**config.mk**
```make
export PLATFORM = sky130hd
export DESIGN_NAME = source_hash_peer_select
export DESIGN_NICKNAME = d
export VERILOG_FILES = /design/src/rtl/shpsel_pkg.sv /design/src/rtl/shpsel_mul.sv /design/src/rtl/shpsel_regs.sv /design/src/rtl/source_hash_peer_select.sv
export SDC_FILE = /design/constraint.sdc
export NUM_CORES = 2
export LEC_CHECK = 0
export ABC_AREA = 1
export BUFFER_PORTS_ARGS = -buffer_cell sky130_fd_sc_hd__buf_2
export CAP_MARGIN = 20
export CORE_UTILIZATION = 45
export CTS_BUF_LIST = sky130_fd_sc_hd__clkbuf_16
export CTS_CLUSTER_DIAMETER = 40
export DETAILED_ROUTE_END_ITERATION = 8
export PLACE_DENSITY_LB_ADDON = 0.1
export SLEW_MARGIN = 20
export SYNTH_ARGS = -nofsm -noshare
export SYNTH_HDL_FRONTEND = slang
export SYNTH_HIERARCHICAL = 1
export SYNTH_SLANG_ARGS = --single-unit
```
**constraint.sdc**
```tcl
create_clock -name clock -period 13.4 [get_ports clock]
set_clock_uncertainty 0.2 [all_clocks]
set_input_delay 0.67 -clock clock [delete_from_list [all_inputs] [get_ports clock]]
set_output_delay 0.67 -clock clock [all_outputs]
set_load 0.02 [all_outputs]
```
**src/rtl/shpsel_pkg.sv**
```systemverilog
// Shared types, constants and helpers for the source hash peer selector.
// Used by every module under rtl; depends on nothing.
`default_nettype none

package shpsel_pkg;

   localparam int SLOTS          = 8;
   localparam int IDX_W          = 3;
   localparam int WORD_W         = 32;
   localparam int ENTRY_W        = 64;
   localparam int PROD_W         = 64;
   localparam int ADDR_W         = IDX_W + 3;
   localparam int PEER_COUNT_DEF = 8;

   localparam logic [WORD_W-1:0] MIX_MUL = 32'h6253_1965;
   localparam int                KEY_ROT = 19;
   localparam int                MIX_ROT = 21;

   typedef struct packed {
      logic [7:0] key_char;
      logic       last_char;
      logic [7:0] eligible_mask;
   } req_type;

   typedef struct packed {
      logic [2:0] peer_index;
      logic       found;
   } rsp_type;

   typedef struct packed {
      logic               psel;
      logic               penable;
      logic               pwrite;
      logic [ADDR_W-1:0]  paddr;
      logic [ENTRY_W-1:0] pwdata;
   } apb_cmd_type;

   function automatic logic [WORD_W-1:0] rotl32(input logic [WORD_W-1:0] v,
                                                 input int unsigned n);
      rotl32 = (v << n) | (v >> (WORD_W - n));
   endfunction

endpackage

`default_nettype wire

```
**src/rtl/shpsel_mul.sv**
```systemverilog
// Shared 32x32 unsigned multiplier with a registered 64-bit product.
// Depends on shpsel_pkg.
`default_nettype none

module shpsel_mul (
   input  wire logic                                   clock,
   input  wire logic [shpsel_pkg::WORD_W-1:0]          op_a,
   input  wire logic [shpsel_pkg::WORD_W-1:0]          op_b,
   output logic      [shpsel_pkg::PROD_W-1:0]          prod
);

   logic [shpsel_pkg::PROD_W-1:0] prod_ff;
   logic [shpsel_pkg::PROD_W-1:0] prod_in;

   assign prod_in = shpsel_pkg::PROD_W'(op_a) * shpsel_pkg::PROD_W'(op_b);
   assign prod    = prod_ff;

   always_ff @(posedge clock) begin
      prod_ff <= prod_in;
   end

endmodule

`default_nettype wire

```
**src/rtl/shpsel_regs.sv**
```systemverilog
// Peer entry store: written from the APB port, read back on the APB port
// and at the sequencer's peer index. Depends on shpsel_pkg.
`default_nettype none

module shpsel_regs (
   input  wire logic                                clock,
   input  wire logic                                reset,
   input  wire shpsel_pkg::apb_cmd_type             cmd,
   output logic      [shpsel_pkg::ENTRY_W-1:0]      prdata,
   input  wire logic [shpsel_pkg::IDX_W-1:0]        rd_idx,
   output logic      [shpsel_pkg::ENTRY_W-1:0]      entry
);

   logic [shpsel_pkg::ENTRY_W-1:0] mem [shpsel_pkg::SLOTS];
   logic [shpsel_pkg::SLOTS-1:0]   valid_ff;
   logic [shpsel_pkg::SLOTS-1:0]   valid_in;
   logic [shpsel_pkg::ENTRY_W-1:0] prdata_ff;
   logic [shpsel_pkg::ENTRY_W-1:0] entry_ff;
   logic [shpsel_pkg::IDX_W-1:0]   wr_idx;
   logic                           wr_en;
   logic                           rd_en;

   assign wr_idx = cmd.paddr[shpsel_pkg::ADDR_W-1:3];
   assign wr_en  = cmd.psel & cmd.penable & cmd.pwrite;
   assign rd_en  = cmd.psel & ~cmd.penable & ~cmd.pwrite;
   assign prdata = prdata_ff;
   assign entry  = entry_ff;

   always_comb begin
      valid_in = valid_ff;
      if (wr_en) begin
         valid_in[wr_idx] = 1'b1;
      end
   end

   always_ff @(posedge clock) begin
      if (reset) begin
         valid_ff <= '0;
      end else begin
         valid_ff <= valid_in;
      end
   end

   always_ff @(posedge clock) begin
      if (wr_en) begin
         mem[wr_idx] <= cmd.pwdata;
      end
      if (rd_en) begin
         prdata_ff <= valid_ff[wr_idx] ? mem[wr_idx] : '0;
      end
      entry_ff <= valid_ff[rd_idx] ? mem[rd_idx] : '0;
   end

endmodule

`default_nettype wire

```
**src/rtl/source_hash_peer_select.sv**
```systemverilog
// Top level: key hash, peer walk sequencer and result register.
// Depends on shpsel_pkg, shpsel_regs and shpsel_mul.
//
//   channel   direction  handshake               payload
//   req       in         req_valid/req_ready     req_type (key_char, last_char, eligible_mask)
//   rsp       out        rsp_valid/rsp_ready     rsp_type (peer_index, found)
//   csr       in/out     APB, csr_pready high    peer entries 0..7 at 8*i
//
// A character without last_char keeps the sequencer idle; such requests go back to back.
// After a last character the walk runs ST_FETCH, then ST_MIX, ST_SUM, ST_SCORE and ST_CMP
// for each peer, then ST_WRITE, which loads the response: each peer makes two passes
// through the shared 32x32 multiplier, with a sum step between them and a compare after.
// Reset is synchronous: it clears the key hash, the sequencer and the entry store.
// The response waits in its register until taken; the walk holds in its last step
// while an earlier response is still pending.
`default_nettype none

module source_hash_peer_select #(
   parameter int PEER_COUNT = shpsel_pkg::PEER_COUNT_DEF
) (
   input  wire logic                                   clock,
   input  wire logic                                   reset,
   input  wire logic                                   req_valid,
   output logic                                        req_ready,
   input  wire shpsel_pkg::req_type                    req_data,
   output logic                                        rsp_valid,
   input  wire logic                                   rsp_ready,
   output shpsel_pkg::rsp_type                         rsp_data,
   input  wire logic                                   csr_psel,
   input  wire logic                                   csr_penable,
   input  wire logic                                   csr_pwrite,
   input  wire logic [shpsel_pkg::ADDR_W-1:0]          csr_paddr,
   input  wire logic [shpsel_pkg::ENTRY_W-1:0]         csr_pwdata,
   output logic      [shpsel_pkg::ENTRY_W-1:0]         csr_prdata,
   output logic                                        csr_pready
);

   typedef enum logic [2:0] {
      ST_IDLE,
      ST_FETCH,
      ST_MIX,
      ST_SUM,
      ST_SCORE,
      ST_CMP,
      ST_WRITE
   } state_type;

   localparam logic [shpsel_pkg::IDX_W-1:0] LAST_IDX = shpsel_pkg::IDX_W'(PEER_COUNT - 1);

   state_type                           state_ff,    state_in;
   logic [shpsel_pkg::WORD_W-1:0]       key_ff,      key_in;
   logic [shpsel_pkg::IDX_W-1:0]        idx_ff,      idx_in;
   logic [7:0]                          elig_ff,     elig_in;
   logic [shpsel_pkg::WORD_W-1:0]       mixed_ff,    mixed_in;
   logic [shpsel_pkg::WORD_W-1:0]       comb_ff,     comb_in;
   logic [shpsel_pkg::PROD_W-1:0]       best_ff,     best_in;
   logic [shpsel_pkg::IDX_W-1:0]        best_idx_ff, best_idx_in;
   logic                                found_ff,    found_in;
   logic                                rsp_valid_ff, rsp_valid_in;
   shpsel_pkg::rsp_type                 rsp_data_ff, rsp_data_in;

   shpsel_pkg::apb_cmd_type             cmd;
   logic [shpsel_pkg::ENTRY_W-1:0]      entry;
   logic [shpsel_pkg::WORD_W-1:0]       peer_hash;
   logic [shpsel_pkg::WORD_W-1:0]       peer_mult;
   logic [shpsel_pkg::WORD_W-1:0]       op_a;
   logic [shpsel_pkg::WORD_W-1:0]       op_b;
   logic [shpsel_pkg::PROD_W-1:0]       prod;
   logic                                req_fire;
   logic                                out_free;

   assign cmd.psel    = csr_psel;
   assign cmd.penable = csr_penable;
   assign cmd.pwrite  = csr_pwrite;
   assign cmd.paddr   = csr_paddr;
   assign cmd.pwdata  = csr_pwdata;
   assign csr_pready  = 1'b1;

   assign peer_hash = entry[shpsel_pkg::ENTRY_W-1:shpsel_pkg::WORD_W];
   assign peer_mult = entry[shpsel_pkg::WORD_W-1:0];

   assign req_ready = (state_ff == ST_IDLE);
   assign req_fire  = req_valid & req_ready;
   assign out_free  = ~rsp_valid_ff | rsp_ready;
   assign rsp_valid = rsp_valid_ff;
   assign rsp_data  = rsp_data_ff;

   shpsel_regs u_regs (
      .clock  (clock),
      .reset  (reset),
      .cmd    (cmd),
      .prdata (csr_prdata),
      .rd_idx (idx_in),
      .entry  (entry)
   );

   shpsel_mul u_mul (
      .clock (clock),
      .op_a  (op_a),
      .op_b  (op_b),
      .prod  (prod)
   );

   always_comb begin
      if (state_ff == ST_MIX) begin
         op_a = mixed_in;
         op_b = shpsel_pkg::MIX_MUL;
      end else begin
         op_a = comb_ff;
         op_b = peer_mult;
      end
   end

   always_comb begin
      state_in     = state_ff;
      key_in       = key_ff;
      idx_in       = idx_ff;
      elig_in      = elig_ff;
      mixed_in     = key_ff ^ peer_hash;
      comb_in      = comb_ff;
      best_in      = best_ff;
      best_idx_in  = best_idx_ff;
      found_in     = found_ff;
      rsp_valid_in = rsp_valid_ff & ~rsp_ready;
      rsp_data_in  = rsp_data_ff;

      case (state_ff)
         ST_IDLE: begin
            idx_in = '0;
            if (req_fire) begin
               key_in = key_ff + shpsel_pkg::rotl32(key_ff, shpsel_pkg::KEY_ROT)
                        + shpsel_pkg::WORD_W'(req_data.key_char);
               if (req_data.last_char) begin
                  elig_in     = req_data.eligible_mask;
                  best_in     = '0;
                  best_idx_in = '0;
                  found_in    = 1'b0;
                  state_in    = ST_FETCH;
               end
            end
         end
         ST_FETCH: begin
            state_in = ST_MIX;
         end
         ST_MIX: begin
            state_in = ST_SUM;
         end
         ST_SUM: begin
            comb_in  = shpsel_pkg::rotl32(mixed_ff + prod[shpsel_pkg::WORD_W-1:0],
                                          shpsel_pkg::MIX_ROT);
            state_in = ST_SCORE;
         end
         ST_SCORE: begin
            state_in = ST_CMP;
         end
         ST_CMP: begin
            if ((prod > best_ff) && elig_ff[idx_ff]) begin
               best_in     = prod;
               best_idx_in = idx_ff;
               found_in    = 1'b1;
            end
            if (idx_ff == LAST_IDX) begin
               key_in   = '0;
               idx_in   = '0;
               state_in = ST_WRITE;
            end else begin
               idx_in   = idx_ff + 1'b1;
               state_in = ST_MIX;
            end
         end
         ST_WRITE: begin
            if (out_free) begin
               rsp_valid_in           = 1'b1;
               rsp_data_in.peer_index = best_idx_ff;
               rsp_data_in.found      = found_ff;
               state_in               = ST_IDLE;
            end
         end
         default: begin
            state_in = ST_IDLE;
         end
      endcase
   end

   always_ff @(posedge clock) begin
      if (reset) begin
         state_ff     <= ST_IDLE;
         key_ff       <= '0;
         idx_ff       <= '0;
         rsp_valid_ff <= 1'b0;
      end else begin
         state_ff     <= state_in;
         key_ff       <= key_in;
         idx_ff       <= idx_in;
         rsp_valid_ff <= rsp_valid_in;
      end
      elig_ff     <= elig_in;
      mixed_ff    <= (state_ff == ST_MIX) ? mixed_in : mixed_ff;
      comb_ff     <= comb_in;
      best_ff     <= best_in;
      best_idx_ff <= best_idx_in;
      found_ff    <= found_in;
      rsp_data_ff <= rsp_data_in;
   end

endmodule

`default_nettype wire

```
* Yosys cells after proc, flatten, opt, wreduce, memory -nomap -nowiden
Memories as Yosys holds them, arrays and structs flattened. A register that Yosys moved wholly into a read port is not among the register bits.
Index checks and enable logic that the tools add are counted.
W data, S select, Z words.
** Word-level totals
- Flip-flop bits (word level) :: 255
- RAM bits :: 512
- Bits of input ports :: 94
- Output and inout bits :: 71
- Logic and storage cells :: 99
- Memories :: 1
** Operators by class
- Add/sub/neg operators :: 4
- Multiply operators :: 1
- Order comparisons :: 5
- Equality and inequality tests :: 12
- Muxes and demuxes :: 36
- Bitwise operators :: 15
- Reduce and logical (&&, ||, !) cells :: 11
** Memories
- u_regs.mem :: depth 8, bits a word 64, rd ports 2, clocked after Yosys merged registers in 2, wr ports 1, RTL line shpsel_regs.sv:14 : logic [shpsel_pkg::ENTRY_W-1:0] mem [shpsel_pkg::SLOTS];
** Operators by type and width (number)
- $mux W64 :: 3
- $mux W32 :: 4
- $pmux W64 S2 :: 1
- $add A32 B32 Y32 :: 2
- $gt A64 B64 Y1 :: 1
- $mul A32 B32 Y64 :: 1
- $pmux W32 S2 :: 1
- $add A32 B8 Y32 :: 1
- $or A32 B19 Y32 :: 1
- $or A32 B21 Y32 :: 1
- $xor A32 B32 Y32 :: 1
- $mux W3 :: 8
- $pmux W3 S7 :: 1
- $eq A3 B3 Y1 const B :: 4
- $lt A3 B4 Y1 const B :: 3
- $pmux W3 S2 :: 2
- $mux W1 :: 11
- $bmux W1 S3 :: 3
- $reduce_and A3 Y1 :: 3
- $or A8 B8 Y8 :: 1
- $and A1 B1 Y1 :: 6
- $eq A3 B2 Y1 const B :: 2
- $ne A2 B2 Y1 const B :: 3
- $ne A2 B1 Y1 const B :: 2
- 13 further kinds :: 18

* Logic depth before layout (Yosys ltp)
- Depth after elaboration :: 6
- Mapped depth :: 37
- Mapped depth without buffers :: 34

* Modules after synthesis
The synthesis kept the hierarchy.
** Modules (own cells, without submodules)
- shpsel_mul :: times used 1, cells each 5023, area each 37403.4 um2
- shpsel_regs :: times used 1, cells each 3421, area each 30733.2 um2
- source_hash_peer_select :: times used 1, cells each 1807, area each 13726.9 um2

* Worst setup path before layout
Ideal clock, no wire load.
- Kind :: register -> register
- Start point :: reg state_ff[2]
- End point :: reg u_mul.prod_ff (netlist bit u_mul/prod[60])
- Setup time :: 0.112 ns
- Arrival :: 7.050 ns
- Path slack :: 6.038 ns
- Cell stages (with the launch flop) :: 33
- Clock period less this slack :: 7.362 ns
- Path through :: dfxtp_1 > nor2_1 > nand2_1 > inv_1 > buf_2 > buf_2 > nor2_1 > clkbuf_1 > nand2_1 > inv_1 > fa_1 > fa_1 > inv_1 > fa_1 > fa_1 > inv_1 > fa_1 > fa_1 > fa_1 > inv_1 > fa_1 > inv_1 > ha_1 > nand2_2 > inv_1 > a21oi_1 > nand2_1 > nand2_1 > nand2_1 > a21oi_1 > nand2_1 > nand2_1 > nand2_1
** On the way
- Cells in the longest elaborated chain, start to end :: 3
** Ends and longest elaborated chain
- start: declaration :: RTL line source_hash_peer_select.sv:50 : state_type state_ff, state_in;
- start signal: assignment :: RTL line source_hash_peer_select.sv:192 : state_ff <= state_in;
- $eq A3 B2 Y1 :: RTL line source_hash_peer_select.sv:105 : if (state_ff == ST_MIX) begin
- $mux W32 :: RTL line source_hash_peer_select.sv:105
- via op_b (one bit) :: RTL line source_hash_peer_select.sv:67 : logic [shpsel_pkg::WORD_W-1:0] op_b;
- $mul A32 B32 Y64 :: RTL line shpsel_mul.sv:15 : assign prod_in = shpsel_pkg::PROD_W'(op_a) * shpsel_pkg::PROD_W'(op_b);
- via u_mul.prod_in (one bit) :: RTL line shpsel_mul.sv:13 : logic [shpsel_pkg::PROD_W-1:0] prod_in;
- end signal: assignment :: RTL line shpsel_mul.sv:19 : prod_ff <= prod_in;
- end: declaration :: RTL line shpsel_mul.sv:12 : logic [shpsel_pkg::PROD_W-1:0] prod_ff;
The timed path passes the listed nets, and every way through them passes these cells.
A chain may end at the register's enable or synchronous reset.

* Final worst setup path
- Start point :: reg state_ff[2]
- End point :: reg u_mul.prod_ff (netlist bit u_mul/prod[47])
** On the way
- Cells in the longest elaborated chain, start to end :: 3
** Ends and longest elaborated chain
- $eq A3 B2 Y1 :: RTL line source_hash_peer_select.sv:105
- $mux W32 :: RTL line source_hash_peer_select.sv:105
- via op_a (one bit) :: RTL line source_hash_peer_select.sv:66 : logic [shpsel_pkg::WORD_W-1:0] op_a;
- $mul A32 B32 Y64 :: RTL line shpsel_mul.sv:15
- via u_mul.prod_in (one bit) :: RTL line shpsel_mul.sv:13
The timed path passes the listed nets, and every way through them passes these cells.

==> impl_metrics.py <==
metrics = {
    "pwr": {
        "ir_drop_mv": 0.105,
        "p_total_mw": 11.1,
        "leakage_nw": 49.2,
        "p_per_area_nw_per_um2": 123,
    },
    "floorplanning": {
        "die_h_um": 429,
        "start_util_pct": 45.3,
        "core-area_um2": 181000,
        "die-area_um2": 184000,
        "dieWidth_um": 429,
        "rows": 156,
        "pin_count": 165,
    },
    "critical_path": {
        "cpPeakStageDelay_ns": 0.61,
        "reg2reg_depth": 30,
        "path_class": "flip-flop to flip-flop",
        "critPathMostFrequentCell": "fa_1",
        "crit_fanout": 96,
        "worst-endpoint-required_ns": 13.84,
        "end_kind": "flip-flop",
        "cp-start-kind": "flip-flop",
        "r2r_slack_ns": 4.17,
        "crit_path_top_delay_cell": "nand2_1",
        "r2r-start": "state_ff[2]$_SDFFE_PP0P_",
        "reg2reg_to": "u_mul/prod[47]$_DFF_P_",
        "worst_ep_arrival_time_ns": 9.67,
    },
    "placed_design": {
        "hpwl_um": 171000,
        "io_buffers": 160,
        "gp_congestion": 0.954,
        "pre_cts_ws_ns": 4.27,
    },
    "yosys": {
        "netlist_area_um2": 81900,
        "syn_nets": 11700,
        "ys_ff_latch": 895,
        "avgSynthCellArea_um2": 7.99,
        "synth_area_leaders": "edfxtp_1 (26%), fa_1 (22%), nand2_1 (15%)",
        "synth_cell_types": 45,
        "synth_cells": 10300,
        "synth_top_area_share_pct": 26.4,
        "synth_top_area_cell": "edfxtp_1",
        "synth-seq-area-share_pct": 30.7,
        "yosys_warnings": 6,
    },
    "final_layout": {
        "fillers": 17400,
        "layout_common_cells": "nand2_1 (3,350), inv_1 (2,658), fa_1 (906)",
        "multi_input_area_um2": 45000,
        "nets": 11700,
        "drive_gt1_share_pct": 6.47,
        "syn_to_final_growth_pct": 10.5,
        "final_common_cell": "nand2_1",
        "register_area_um2": 25100,
    },
    "global_route": {
        "grt_pass1_wl_um": 372000,
        "grt_pass1_vias": 64700,
        "antenna_found_initial": 11,
        "grt_max_degree": 176,
        "grt_overflow": 0,
        "grt_usage_pct": 26.2,
    },
    "timing": {
        "slew_viol_final": 0,
        "tightest_slew_ns": 1.19,
        "slew_headroom_pct": 20.8,
        "rsz0062_at_grt": "no",
        "period_share_pct": 68.9,
        "period_needed_ns": 9.23,
        "fmax_mhz": 108,
        "fin_setup_tns_ns": 0,
        "setup_viol": 0,
        "fin_ws_ns": 4.17,
        "hold_viol_final": 0,
    },
    "route": {
        "viasPerCell": 4.95,
        "via_count": 63400,
        "ant_nets": 0,
        "firstDrtPassIters": 9,
        "drt_iter0_markers": 3667,
        "drc_errors": 0,
        "wl_per_cell_um": 18.5,
        "wl_um": 237000,
    },
    "min_path": {
        "min_from": "req_data[8]",
        "worstHoldPathCells": 5,
        "hold_class": "primary input to flip-flop",
        "holdPathEnd": "state_ff[0]$_SDFFE_PP0P_",
    },
    "clock_tree": {
        "clock-root-buffer": "clkbuf_16",
        "clkTransAtPathRegs_ns": 0.05,
        "cts_max_level": 4,
        "clkSinkCount": 895,
        "clock_latency_ns": 0.79,
        "ctsResizeCount": 0,
        "cts_inserted_buffers": 150,
        "cts_tree": "yes",
        "clockBufferDepth": 3,
    },
    "outcome": {
        "status": "finished, final reports clean",
    },
    "run": {
        "drv_cap": 0,
    },
}
## repair_timing
action,CTS,global route
buffers inserted,0,0
hold buffers,73,0
endpoints found under the hold margin,521,0
## worst max-delay path: cells and delay by family (launching register included)
family                   cells  cell delay, ns
AO/OA/AOI/OAI                1            0.14
adder cells (fa/ha/maj)      9            4.45
buffers and inverters        8            1.57
flip-flops                   1            0.34
AND/OR/NAND/NOR             12            2.15
## cells in the mapped netlist, drive strengths merged
master     n
nand2   3382
inv     2675
fa       906
edfxtp   720
nor2     434
ha       413
nand3    397
o211ai   259
clkbuf   225
buf      193
dfxtp    175
a21oi    171
xor2      82
o21ai     48
nand4     38
nor3      36
o21bai    27
or2       18
a21o       9
xnor2      9
a31oi      8
o21a       6
a21boi     5
and2       3
o22ai      3
nand3b     2
nor4       2
a22oi      1
and3       1
conb       1
nor3b      1
o31ai      1
## power breakdown
group / total [mW] / internal (mW) / switching, mW / leakage (nW)
Sequential: 3.35 / 3.20 / 0.146 / 7.99
Clock: 3.78 / 2.29 / 1.49 / 2.51
Combinational: 3.97 / 1.37 / 2.60 / 38.7
Total: 11.1 / 6.86 / 4.24 / 49.2
## area by class of cell
class | count | share of cell area (%)
repair buffers | 320 | 2.47
inverters | 2675 | 11.1
multi-input cells | 6263 | 49.7
well taps | 2370 | 3.28
diodes | 6 | 0.0166
clock buffers | 155 | 4.29
clock inverters | 125 | 1.30
flip-flops and latches | 895 | 27.8
## registers in the layout, summed over array words and instances, names as in the netlist
name             cells
rsp_data             4
idx_ff               3
u_mul/prod          64
best_idx_ff          3
key_ff              32
elig_ff              8
comb_ff             32
u_regs/valid_ff      8
u_regs/prdata       64
u_regs/mem         512
rsp_valid            1
state_ff             3
found_ff             1
best_ff             64
u_regs/entry        64
mixed_ff            32
## kinds of logic (layout without fill, tap and decap cells)
logic type	after synthesis	after routing	synth area share [%]
adders and majority gates	1319	1319	28.5
and+or+nand+nor	4314	4314	21.0
DFF	895	895	30.7
other	1	7	0.00458
buffers and inverters	3093	3275	14.5
xor gates and xnor gates	91	91	0.974
AOI/OAI and AO/OA	538	538	4.29
## layer usage
| layer | wire [um] | GRT usage [%] | up-vias |
|---|---|---|---|
| li1 | - | - | 30500 |
| met1 | 104000 | 34.7 | 30900 |
| met2 | 115000 | 45.1 | 1558 |
| met3 | 10900 | 2.74 | 390 |
| met4 | 6640 | 7.97 | 8 |
| met5 | 40 | 0 | - |
## per-stage QoR
step	cell area (um2)	hold slack [ns]	std cells	util [%]
after floorplan	81900	0.200	10300	-
after global placement	84600	0.204	12500	46.8
after detailed placement	84600	0.208	12500	46.8
after CTS	90400	0.00757	12800	50.0
after global routing	90400	0.109	12800	50.0
final	90400	0.0634	12800	50.0
## how the worst max path moves through the flow
stage | startpoint | to | slack [ns] | depth (start not counted)
after detailed placement | state_ff[2]$_SDFFE_PP0P_ | u_mul/prod[47]$_DFF_P_ | 4.27 | 30
final | state_ff[2]$_SDFFE_PP0P_ | u_mul/prod[47]$_DFF_P_ | 4.17 | 30
after global placement | state_ff[2]$_SDFFE_PP0P_ | u_mul/prod[41]$_DFF_P_ | 4.31 | 31
after floorplan | state_ff[2]$_SDFFE_PP0P_ | u_mul/prod[60]$_DFF_P_ | 6.04 | 32
after global routing | state_ff[2]$_SDFFE_PP0P_ | u_mul/prod[47]$_DFF_P_ | 3.73 | 31
after CTS | state_ff[2]$_SDFFE_PP0P_ | u_mul/prod[47]$_DFF_P_ | 4.22 | 30
Power figures use the tool's default switching activity.
